**src/sv/cawf_pkg.sv**
```systemverilog
`timescale 1ns / 1ps

package cawf_pkg;

  // Channel widths.
  localparam int FUNC_W      = 5;
  localparam int IN_TDATA_W  = 40;
  localparam int OUT_TDATA_W = 24;

  // Operation codes.
  typedef enum logic [FUNC_W-1:0] {
    OP_ADD   = 5'd0,
    OP_ADC   = 5'd1,
    OP_SUB   = 5'd2,
    OP_SBC   = 5'd3,
    OP_AND   = 5'd4,
    OP_XOR   = 5'd5,
    OP_OR    = 5'd6,
    OP_CP    = 5'd7,
    OP_INC   = 5'd8,
    OP_DEC   = 5'd9,
    OP_RLC   = 5'd10,
    OP_RRC   = 5'd11,
    OP_RL    = 5'd12,
    OP_RR    = 5'd13,
    OP_SLA   = 5'd14,
    OP_SRA   = 5'd15,
    OP_SWAP  = 5'd16,
    OP_SRL   = 5'd17,
    OP_BIT   = 5'd18,
    OP_RES   = 5'd19,
    OP_SET   = 5'd20,
    OP_DAA   = 5'd21,
    OP_CPL   = 5'd22,
    OP_SCF   = 5'd23,
    OP_CCF   = 5'd24,
    OP_RLCA  = 5'd25,
    OP_RRCA  = 5'd26,
    OP_RLA   = 5'd27,
    OP_RRA   = 5'd28,
    OP_ADD16 = 5'd29,
    OP_ADDSP = 5'd30
  } alu_op_t;

  // Decimal adjust corrections and limits.
  localparam logic [7:0] DAA_HI_FIX   = 8'h60;
  localparam logic [7:0] DAA_LO_FIX   = 8'h06;
  localparam logic [7:0] DAA_HI_LIMIT = 8'h99;
  localparam logic [3:0] DAA_LO_LIMIT = 4'h9;

  typedef struct packed {
    logic carry;
    logic half;
    logic sub;
    logic zero;
  } flags_t;

  // One operation, laid out as on the input channel (lowest field last).
  typedef struct packed {
    logic [FUNC_W-1:0] func;
    flags_t            flags;
    logic [2:0]        bit_index;
    logic [15:0]       operand_b;
    logic [15:0]       operand_a;
  } alu_in_t;

  // One result, laid out as on the output channel.
  typedef struct packed {
    logic        write_back;
    flags_t      flags;
    logic [15:0] result;
  } alu_out_t;

endpackage

```
**src/sv/cpu_alu_with_flags_core.sv**
```systemverilog
`timescale 1ns / 1ps

// Eight-bit processor ALU with zero, subtract, half carry and carry flags.
// An operation enters on the in_ channel: in_tuser carries the operation
// code, in_tdata the operands, the bit index and the incoming flags. The
// result, new flags and write-back flag leave on the out_ channel.
// out_tvalid rises once the operation has passed through one input register,
// the combinational datapath and one result register. With the receiver
// ready the block takes one operation every cycle; the rate is set by the
// two register slices, each of which refills in the cycle it empties.
// When the receiver stalls the result stays on out_tdata unchanged, and one
// further operation is held in the input register before in_tready drops.
// Reset (rst_n low, synchronous) empties both registers; nothing is kept
// from one operation to the next.
module cpu_alu_with_flags_core (
  input  logic                             clk,
  input  logic                             rst_n,
  input  logic                             in_tvalid,
  output logic                             in_tready,
  // operand_a[15:0], operand_b[31:16], bit_index[34:32], zero_in[35],
  // sub_in[36], half_in[37], carry_in[38], zero fill[39]
  input  logic [cawf_pkg::IN_TDATA_W-1:0]  in_tdata,
  // func[4:0]
  input  logic [cawf_pkg::FUNC_W-1:0]      in_tuser,
  output logic                             out_tvalid,
  input  logic                             out_tready,
  // result[15:0], zero_out[16], sub_out[17], half_out[18], carry_out[19],
  // write_back[20], zero fill[23:21]
  output logic [cawf_pkg::OUT_TDATA_W-1:0] out_tdata
);

  import cawf_pkg::*;

  alu_in_t  in_word;
  alu_in_t  op_q;
  alu_out_t res_d;
  alu_out_t res_q;
  logic     op_valid;
  logic     op_ready;

  // Unpack the input channel.
  assign in_word.func        = in_tuser;
  assign in_word.operand_a   = in_tdata[15:0];
  assign in_word.operand_b   = in_tdata[31:16];
  assign in_word.bit_index   = in_tdata[34:32];
  assign in_word.flags.zero  = in_tdata[35];
  assign in_word.flags.sub   = in_tdata[36];
  assign in_word.flags.half  = in_tdata[37];
  assign in_word.flags.carry = in_tdata[38];

  // Input register.
  cawf_stage #(
    .W($bits(alu_in_t))
  ) u_in_stage (
    .clk      (clk),
    .rst_n    (rst_n),
    .up_valid (in_tvalid),
    .up_ready (in_tready),
    .up_data  (in_word),
    .dn_valid (op_valid),
    .dn_ready (op_ready),
    .dn_data  (op_q)
  );

  // Datapath.
  cawf_alu u_alu (
    .op_i  (op_q),
    .res_o (res_d)
  );

  // Result register.
  cawf_stage #(
    .W($bits(alu_out_t))
  ) u_out_stage (
    .clk      (clk),
    .rst_n    (rst_n),
    .up_valid (op_valid),
    .up_ready (op_ready),
    .up_data  (res_d),
    .dn_valid (out_tvalid),
    .dn_ready (out_tready),
    .dn_data  (res_q)
  );

  // Pack the output channel.
  assign out_tdata = {3'b000, res_q.write_back, res_q.flags.carry, res_q.flags.half,
                      res_q.flags.sub, res_q.flags.zero, res_q.result};

endmodule

```
**src/sv/cawf_stage.sv**
```systemverilog
`timescale 1ns / 1ps

// One register slice with valid/ready flow control. It takes a new word
// whenever it is empty or its content leaves in the same cycle.
module cawf_stage #(
  parameter int W = 8
) (
  input  logic         clk,
  input  logic         rst_n,
  input  logic         up_valid,
  output logic         up_ready,
  input  logic [W-1:0] up_data,
  output logic         dn_valid,
  input  logic         dn_ready,
  output logic [W-1:0] dn_data
);

  logic         valid_r;
  logic         valid_nxt;
  logic [W-1:0] data_r;

  assign up_ready  = !valid_r || dn_ready;
  assign valid_nxt = up_ready ? up_valid : valid_r;

  // Valid flag.
  always_ff @(posedge clk) begin
    if (!rst_n) begin
      valid_r <= 1'b0;
    end else begin
      valid_r <= valid_nxt;
    end
  end

  // Payload, loaded on every transfer in.
  always_ff @(posedge clk) begin
    if (up_valid && up_ready) begin
      data_r <= up_data;
    end
  end

  assign dn_valid = valid_r;
  assign dn_data  = data_r;

endmodule

```
**src/sv/cawf_alu.sv**
```systemverilog
`timescale 1ns / 1ps

// Combinational datapath: result, flags and write-back for one operation.
module cawf_alu (
  input  cawf_pkg::alu_in_t  op_i,
  output cawf_pkg::alu_out_t res_o
);

  import cawf_pkg::*;

  alu_op_t     op;
  logic [7:0]  a;
  logic [7:0]  b;
  logic [15:0] a16;
  logic [15:0] b16;
  flags_t      fin;

  logic        t_adc;
  logic        t_sbc;
  logic [8:0]  add9;
  logic [4:0]  add_h5;
  logic [8:0]  sub9;
  logic [4:0]  sub_h5;
  logic [7:0]  inc8;
  logic [7:0]  dec8;
  logic [7:0]  bit_mask;
  logic        daa_hi;
  logic        daa_lo;
  logic [7:0]  daa_add;
  logic [7:0]  daa_sub;
  logic [16:0] add17;
  logic [12:0] add_h13;
  logic [15:0] sp_sum;
  logic [4:0]  sp_h5;
  logic [8:0]  sp_c9;

  logic [15:0] r;
  flags_t      fout;
  logic        wb;

  assign op  = alu_op_t'(op_i.func);
  assign a16 = op_i.operand_a;
  assign b16 = op_i.operand_b;
  assign a   = a16[7:0];
  assign b   = b16[7:0];
  assign fin = op_i.flags;

  // Eight-bit add and subtract with nibble carries.
  assign t_adc  = (op == OP_ADC) && fin.carry;
  assign t_sbc  = (op == OP_SBC) && fin.carry;
  assign add9   = {1'b0, a} + {1'b0, b} + {8'h00, t_adc};
  assign add_h5 = {1'b0, a[3:0]} + {1'b0, b[3:0]} + {4'h0, t_adc};
  assign sub9   = {1'b0, a} - {1'b0, b} - {8'h00, t_sbc};
  assign sub_h5 = {1'b0, a[3:0]} - {1'b0, b[3:0]} - {4'h0, t_sbc};
  assign inc8   = a + 8'd1;
  assign dec8   = a - 8'd1;

  assign bit_mask = 8'h01 << op_i.bit_index;

  // Decimal adjust after an addition or a subtraction.
  assign daa_hi  = fin.carry || (a > DAA_HI_LIMIT);
  assign daa_lo  = fin.half || (a[3:0] > DAA_LO_LIMIT);
  assign daa_add = a + (daa_hi ? DAA_HI_FIX : 8'h00) + (daa_lo ? DAA_LO_FIX : 8'h00);
  assign daa_sub = a - (fin.carry ? DAA_HI_FIX : 8'h00) - (fin.half ? DAA_LO_FIX : 8'h00);

  // Sixteen-bit add, and stack pointer plus signed offset.
  assign add17   = {1'b0, a16} + {1'b0, b16};
  assign add_h13 = {1'b0, a16[11:0]} + {1'b0, b16[11:0]};
  assign sp_sum  = a16 + {{8{b[7]}}, b};
  assign sp_h5   = {1'b0, a16[3:0]} + {1'b0, b[3:0]};
  assign sp_c9   = {1'b0, a16[7:0]} + {1'b0, b};

  // Operation select.
  always_comb begin
    r    = 16'h0000;
    fout = fin;
    wb   = 1'b1;
    case (op)
      OP_ADD, OP_ADC: begin
        r          = {8'h00, add9[7:0]};
        fout.zero  = (add9[7:0] == 8'h00);
        fout.sub   = 1'b0;
        fout.half  = add_h5[4];
        fout.carry = add9[8];
      end
      OP_SUB, OP_SBC, OP_CP: begin
        r          = {8'h00, sub9[7:0]};
        fout.zero  = (sub9[7:0] == 8'h00);
        fout.sub   = 1'b1;
        fout.half  = sub_h5[4];
        fout.carry = sub9[8];
        wb         = (op != OP_CP);
      end
      OP_AND, OP_XOR, OP_OR: begin
        if (op == OP_AND) begin
          r = {8'h00, a & b};
        end else if (op == OP_XOR) begin
          r = {8'h00, a ^ b};
        end else begin
          r = {8'h00, a | b};
        end
        fout.zero  = (r[7:0] == 8'h00);
        fout.sub   = 1'b0;
        fout.half  = (op == OP_AND);
        fout.carry = 1'b0;
      end
      OP_INC: begin
        r         = {8'h00, inc8};
        fout.zero = (inc8 == 8'h00);
        fout.sub  = 1'b0;
        fout.half = (a[3:0] == 4'hF);
      end
      OP_DEC: begin
        r         = {8'h00, dec8};
        fout.zero = (dec8 == 8'h00);
        fout.sub  = 1'b1;
        fout.half = (a[3:0] == 4'h0);
      end
      OP_RLC, OP_RRC, OP_RL, OP_RR, OP_SLA, OP_SRA, OP_SWAP, OP_SRL,
      OP_RLCA, OP_RRCA, OP_RLA, OP_RRA: begin
        case (op)
          OP_RLC, OP_RLCA: begin
            r          = {8'h00, a[6:0], a[7]};
            fout.carry = a[7];
          end
          OP_RRC, OP_RRCA: begin
            r          = {8'h00, a[0], a[7:1]};
            fout.carry = a[0];
          end
          OP_RL, OP_RLA: begin
            r          = {8'h00, a[6:0], fin.carry};
            fout.carry = a[7];
          end
          OP_RR, OP_RRA: begin
            r          = {8'h00, fin.carry, a[7:1]};
            fout.carry = a[0];
          end
          OP_SLA: begin
            r          = {8'h00, a[6:0], 1'b0};
            fout.carry = a[7];
          end
          OP_SRA: begin
            r          = {8'h00, a[7], a[7:1]};
            fout.carry = a[0];
          end
          OP_SWAP: begin
            r          = {8'h00, a[3:0], a[7:4]};
            fout.carry = 1'b0;
          end
          default: begin
            r          = {8'h00, 1'b0, a[7:1]};
            fout.carry = a[0];
          end
        endcase
        // The accumulator rotates always clear the zero flag.
        if (op inside {OP_RLCA, OP_RRCA, OP_RLA, OP_RRA}) begin
          fout.zero = 1'b0;
        end else begin
          fout.zero = (r[7:0] == 8'h00);
        end
        fout.sub  = 1'b0;
        fout.half = 1'b0;
      end
      OP_BIT: begin
        r         = {8'h00, a};
        wb        = 1'b0;
        fout.zero = ((a & bit_mask) == 8'h00);
        fout.sub  = 1'b0;
        fout.half = 1'b1;
      end
      OP_RES: begin
        r = {8'h00, a & ~bit_mask};
      end
      OP_SET: begin
        r = {8'h00, a | bit_mask};
      end
      OP_DAA: begin
        if (!fin.sub) begin
          r          = {8'h00, daa_add};
          fout.carry = fin.carry || daa_hi;
        end else begin
          r = {8'h00, daa_sub};
        end
        fout.zero = (r[7:0] == 8'h00);
        fout.half = 1'b0;
      end
      OP_CPL: begin
        r         = {8'h00, ~a};
        fout.sub  = 1'b1;
        fout.half = 1'b1;
      end
      OP_SCF, OP_CCF: begin
        r          = {8'h00, a};
        wb         = 1'b0;
        fout.sub   = 1'b0;
        fout.half  = 1'b0;
        fout.carry = (op == OP_SCF) ? 1'b1 : !fin.carry;
      end
      OP_ADD16: begin
        r          = add17[15:0];
        fout.sub   = 1'b0;
        fout.half  = add_h13[12];
        fout.carry = add17[16];
      end
      OP_ADDSP: begin
        r          = sp_sum;
        fout.zero  = 1'b0;
        fout.sub   = 1'b0;
        fout.half  = sp_h5[4];
        fout.carry = sp_c9[8];
      end
      default: begin
        // Undefined code: no result, flags pass through.
        r  = 16'h0000;
        wb = 1'b0;
      end
    endcase
  end

  assign res_o.result     = r;
  assign res_o.flags      = fout;
  assign res_o.write_back = wb;

endmodule

```
**config.mk**
```make
export PLATFORM = sky130hd
export DESIGN_NAME = cpu_alu_with_flags_core
export DESIGN_NICKNAME = d
export VERILOG_FILES = /design/src/sv/cawf_pkg.sv /design/src/sv/cpu_alu_with_flags_core.sv /design/src/sv/cawf_stage.sv /design/src/sv/cawf_alu.sv
export SDC_FILE = /design/constraint.sdc
export NUM_CORES = 1
export LEC_CHECK = 0
export ABC_AREA = 1
export BUFFER_PORTS_ARGS = -buffer_cell sky130_fd_sc_hd__buf_4
export CAP_MARGIN = 20
export CORE_ASPECT_RATIO = 0.7
export CORE_UTILIZATION = 45
export CTS_BUF_LIST = sky130_fd_sc_hd__clkbuf_8
export DETAILED_ROUTE_END_ITERATION = 7
export PLACE_DENSITY = 0.7
export SLEW_MARGIN = 10
export SYNTH_ARGS = -nofsm -noshare
export SYNTH_HDL_FRONTEND = slang
export SYNTH_HIERARCHICAL = 1
export SYNTH_SLANG_ARGS = --single-unit
```
**constraint.sdc**
```tcl
create_clock -name clk -period 3.52 [get_ports clk]
set_input_delay 0.704 -clock clk [delete_from_list [all_inputs] [get_ports clk]]
set_output_delay 0.704 -clock clk [all_outputs]
set_load 0.005 [all_outputs]
```
==> results by group <==
Power and ir drop
  – Sw frac: 0.364
  – Tot Pwr: between 2 and 3 mW
  – PwrDens: 328 nW/um^2
  – Peak VDD IR: around 0.18 mV
  – Flop pwr share: 0.372
  – Clock power share: 0.280
  – Combinational power share: 0.348
  – Cell internal pwr: around 1.7 mW
  – Net Switching: around 0.95 mW
  – Leak: about 3.8 nW

Critical path
  – CP max FO: 5
  – Crit path top cell by count: nor2_1
  – Worst Setup End Kind: flop
  – CP max stage delay: about 470 ps
  – Flop-to-flop setup slack: 200 ps
  – Cell depth of the worst flop-to-flop path: 13
  – WP buf/inv: 0
  – R2r endpoint: u_out_stage/dn_data[16]
  – CP required: between 3000 and 4000 ps
  – Worst reg2reg path startpoint: u_in_stage/dn_data[42]
  – Crit path kind: reg -> reg
  – Slowest-stage cell, CP: edfxtp_1
  – Crit path max-delay family: simple AND/OR/NAND/NOR gates
  – WP data arrival: 3440 ps
  – Startpoint types: flop
  – Crit-path cells: nor2_2 > nand3_1 > fa_1 > fa_1 > or2_2 > nand2_1 > nand2_1 > xor2_1 > nor2_1 > nand4_1 > nand4_1 > nor2_1 > nor2_1

Clocking
  – CTS tree: yes
  – H-tree levels: 3
  – Clock Sinks: 67
  – Worst-skew pair later-pin latency: 360 ps
  – Post-CTS setup buffers: 0
  – Root Driver: clkbuf_8
  – Max clock buf depth: 2
  – Worst-path clk slew: approximately 90 ps
  – Num CTS Buffers: 9

Yosys
  – Synth Cell Area: 6810 um^2
  – Syn Inst Count: roughly 980
  – Ranking of synthesized cells by area: edfxtp_1, nand2_1, ha_1
  – Sequential area share after synthesis: 0.293
  – Synth area leader: edfxtp_1
  – Syn_area_per_cell: approximately 7 um^2
  – YS warnings: 6
  – Yosys reg bits: 67
  – Post-synthesis cell type count: 50
  – Synth top area share: 0.287

Finish
  – Most frequent cells in the layout: nand2_1, inv_1, nor2_1
  – Most common cell after layout, fill and taps aside: nand2_1
  – Share of cells above drive strength 1: 0.141
  – Nets@finish: 1181
  – Fillers: ~1500
  – Synthesis-to-finish area growth: 16.5%
  – Fin area: a little under 8000 um^2
  – Antenna Cells: 0
  – Final core occ: 0.539

Global route
  – Pin count of the biggest net entering global routing: 45
  – First-pass GRT wire length: roughly 34000 um
  – Total gr overflow: 0
  – Initial antenna violation count: 0
  – Vias in the first global route: ~6400
  – GRT Total Usage: 0.288

Detailed routing
  – DRC errors left: 0
  – Post-route antenna net violation count: 0
  – Vias/cell: approximately 5.7
  – Number of DRC markers in iteration 0: 893
  – M1 WL: 10600 um
  – Detailed Routing Iterations Pass 1: 6
  – Vias: about 7200
  – Met2 WL: 8630 um
  – Routed len/inst: about 17 um
  – Max Used Layer: met4
  – Met3 WL: 2470 um
  – Final WL: roughly 22000 um

STA
  – Final setup violating endpoints: 0
  – Fin crit share: 0.943
  – Setup_tns: 0 ps
  – Fin crit period: roughly 3300 ps
  – Clock Skews: 10.4 ps
  – Max_slew headroom: 0.477
  – F_max: 301 MHz
  – Hold Violations, Final: 0
  – Worst-Margin Slew: approximately 800 ps
  – Fin. max-slew vios: 0
  – RSZ-0062 raised after global routing: no

Placement
  – DP Wirelength: 17600 um
  – I/O Buffers: 70
  – GP Congestion: ~1
  – Cell area after placement: about 7700 um^2

Hold path
  – Hold_sp: in_tdata[4]
  – Hold depth: 1
  – WHS Endpoint: u_in_stage/dn_data[4]
  – Worst hold path type: in -> reg

Floorplanning
  – Starting Density: 0.462
  – Core ar.: approximately 15000 um^2
  – I/O pins: 75
  – Die Ht: 105 um
  – Cell Rows: 37
  – Die width: between 100 and 150 um
  – Total die area: around 16000 um^2

Run status
  – Status: complete, no violations

Flow run
  – Max cap viols: 0
## logic make-up after synthesis
group | count (synthesis) | share of synthesized area
flip-flops | 67 | 0.293
XOR/XNOR | 24 | 0.0309
adder cells (fa/ha/maj) | 66 | 0.126
other | 1 | 0.000551
AND/OR/NAND/NOR | 516 | 0.331
buffers and inverters | 147 | 0.0862
AO/OA/AOI/OAI | 155 | 0.133
## what timing repair did
item	CTS	global route
gates resized for setup	0	2
hold buffers	0	0
setup endpoints to repair	0	2
## registers in the layout, summed over array words and instances (netlist names)
signal	flops
u_in_stage/dn_data	44
u_in_stage/dn_valid	1
u_out_stage/dn_data	21
u_out_stage/dn_valid	1
## synth_stat cells (all sizes together)
library cell	instances
a31oi	3
o21ai	46
o2111ai	3
nand2	247
buf	15
o2111a	1
o31ai	1
o21a	1
a21oi	58
nor4	3
a21boi	1
conb	1
nand4	25
fa	4
a22oi	1
a32oi	1
a22o	1
o21bai	5
o41ai	1
a211oi	2
dfxtp	2
edfxtp	65
inv	122
nor3	21
nand3b	3
o211ai	7
ha	62
or2	3
xnor2	8
nand3	99
o22ai	18
o221ai	1
xor2	16
a32o	1
clkbuf	8
nor2	115
a221oi	3
clkinv	2
## power by group through the flow
stage,clock (mW),sequential (mW),combinational (mW)
after CTS,0.747,0.969,0.880
final,0.728,0.968,0.907
after global routing,0.774,0.974,1.00
after global placement,0,0.986,0.871
after floorplan,0,0.985,0.586
after detailed placement,0,0.987,0.876
## through the flow
step	setup slack, ps	hold slack [ps]	cells
after global placement	249	512	1250
after CTS	225	495	1266
after detailed placement	236	513	1250
after global routing	4.89	492	1266
after floorplan	80.2	480	978
final	200	510	1266
## area by class of cell
| type | instances | area [um^2] | share of cell area |
|---|---|---|---|
| multi-input combinational | 764 | 4260 | 0.537 |
| sequential | 67 | 1990 | 0.251 |
| timing repair buffer | 100 | 751 | 0.0947 |
| inverter | 124 | 465 | 0.0587 |
| tap | 195 | 244 | 0.0308 |
| clock buffer | 9 | 124 | 0.0156 |
| clock inverter | 7 | 92.6 | 0.0117 |
## layer usage
metal  vias up  GRT usage
li1       3488          -
met1      3234      0.440
met2       410      0.402
met3        28     0.0703
met4         0     0.0576
met5         -          0
## worst max-delay path by stage
stage,cells after the start,slack (ps),from,endpoint
after floorplan,4,80,out_tready,u_in_stage/dn_data[0]
after global placement,11,250,u_in_stage/dn_data[42],u_out_stage/dn_data[4]
after detailed placement,11,240,u_in_stage/dn_data[42],u_out_stage/dn_data[4]
after CTS,11,230,u_in_stage/dn_data[42],u_out_stage/dn_data[4]
after global routing,13,5,u_in_stage/dn_data[0],u_out_stage/dn_data[2]
final,13,200,u_in_stage/dn_data[42],u_out_stage/dn_data[16]
Note: power is estimated with default switching activity, not from simulation.
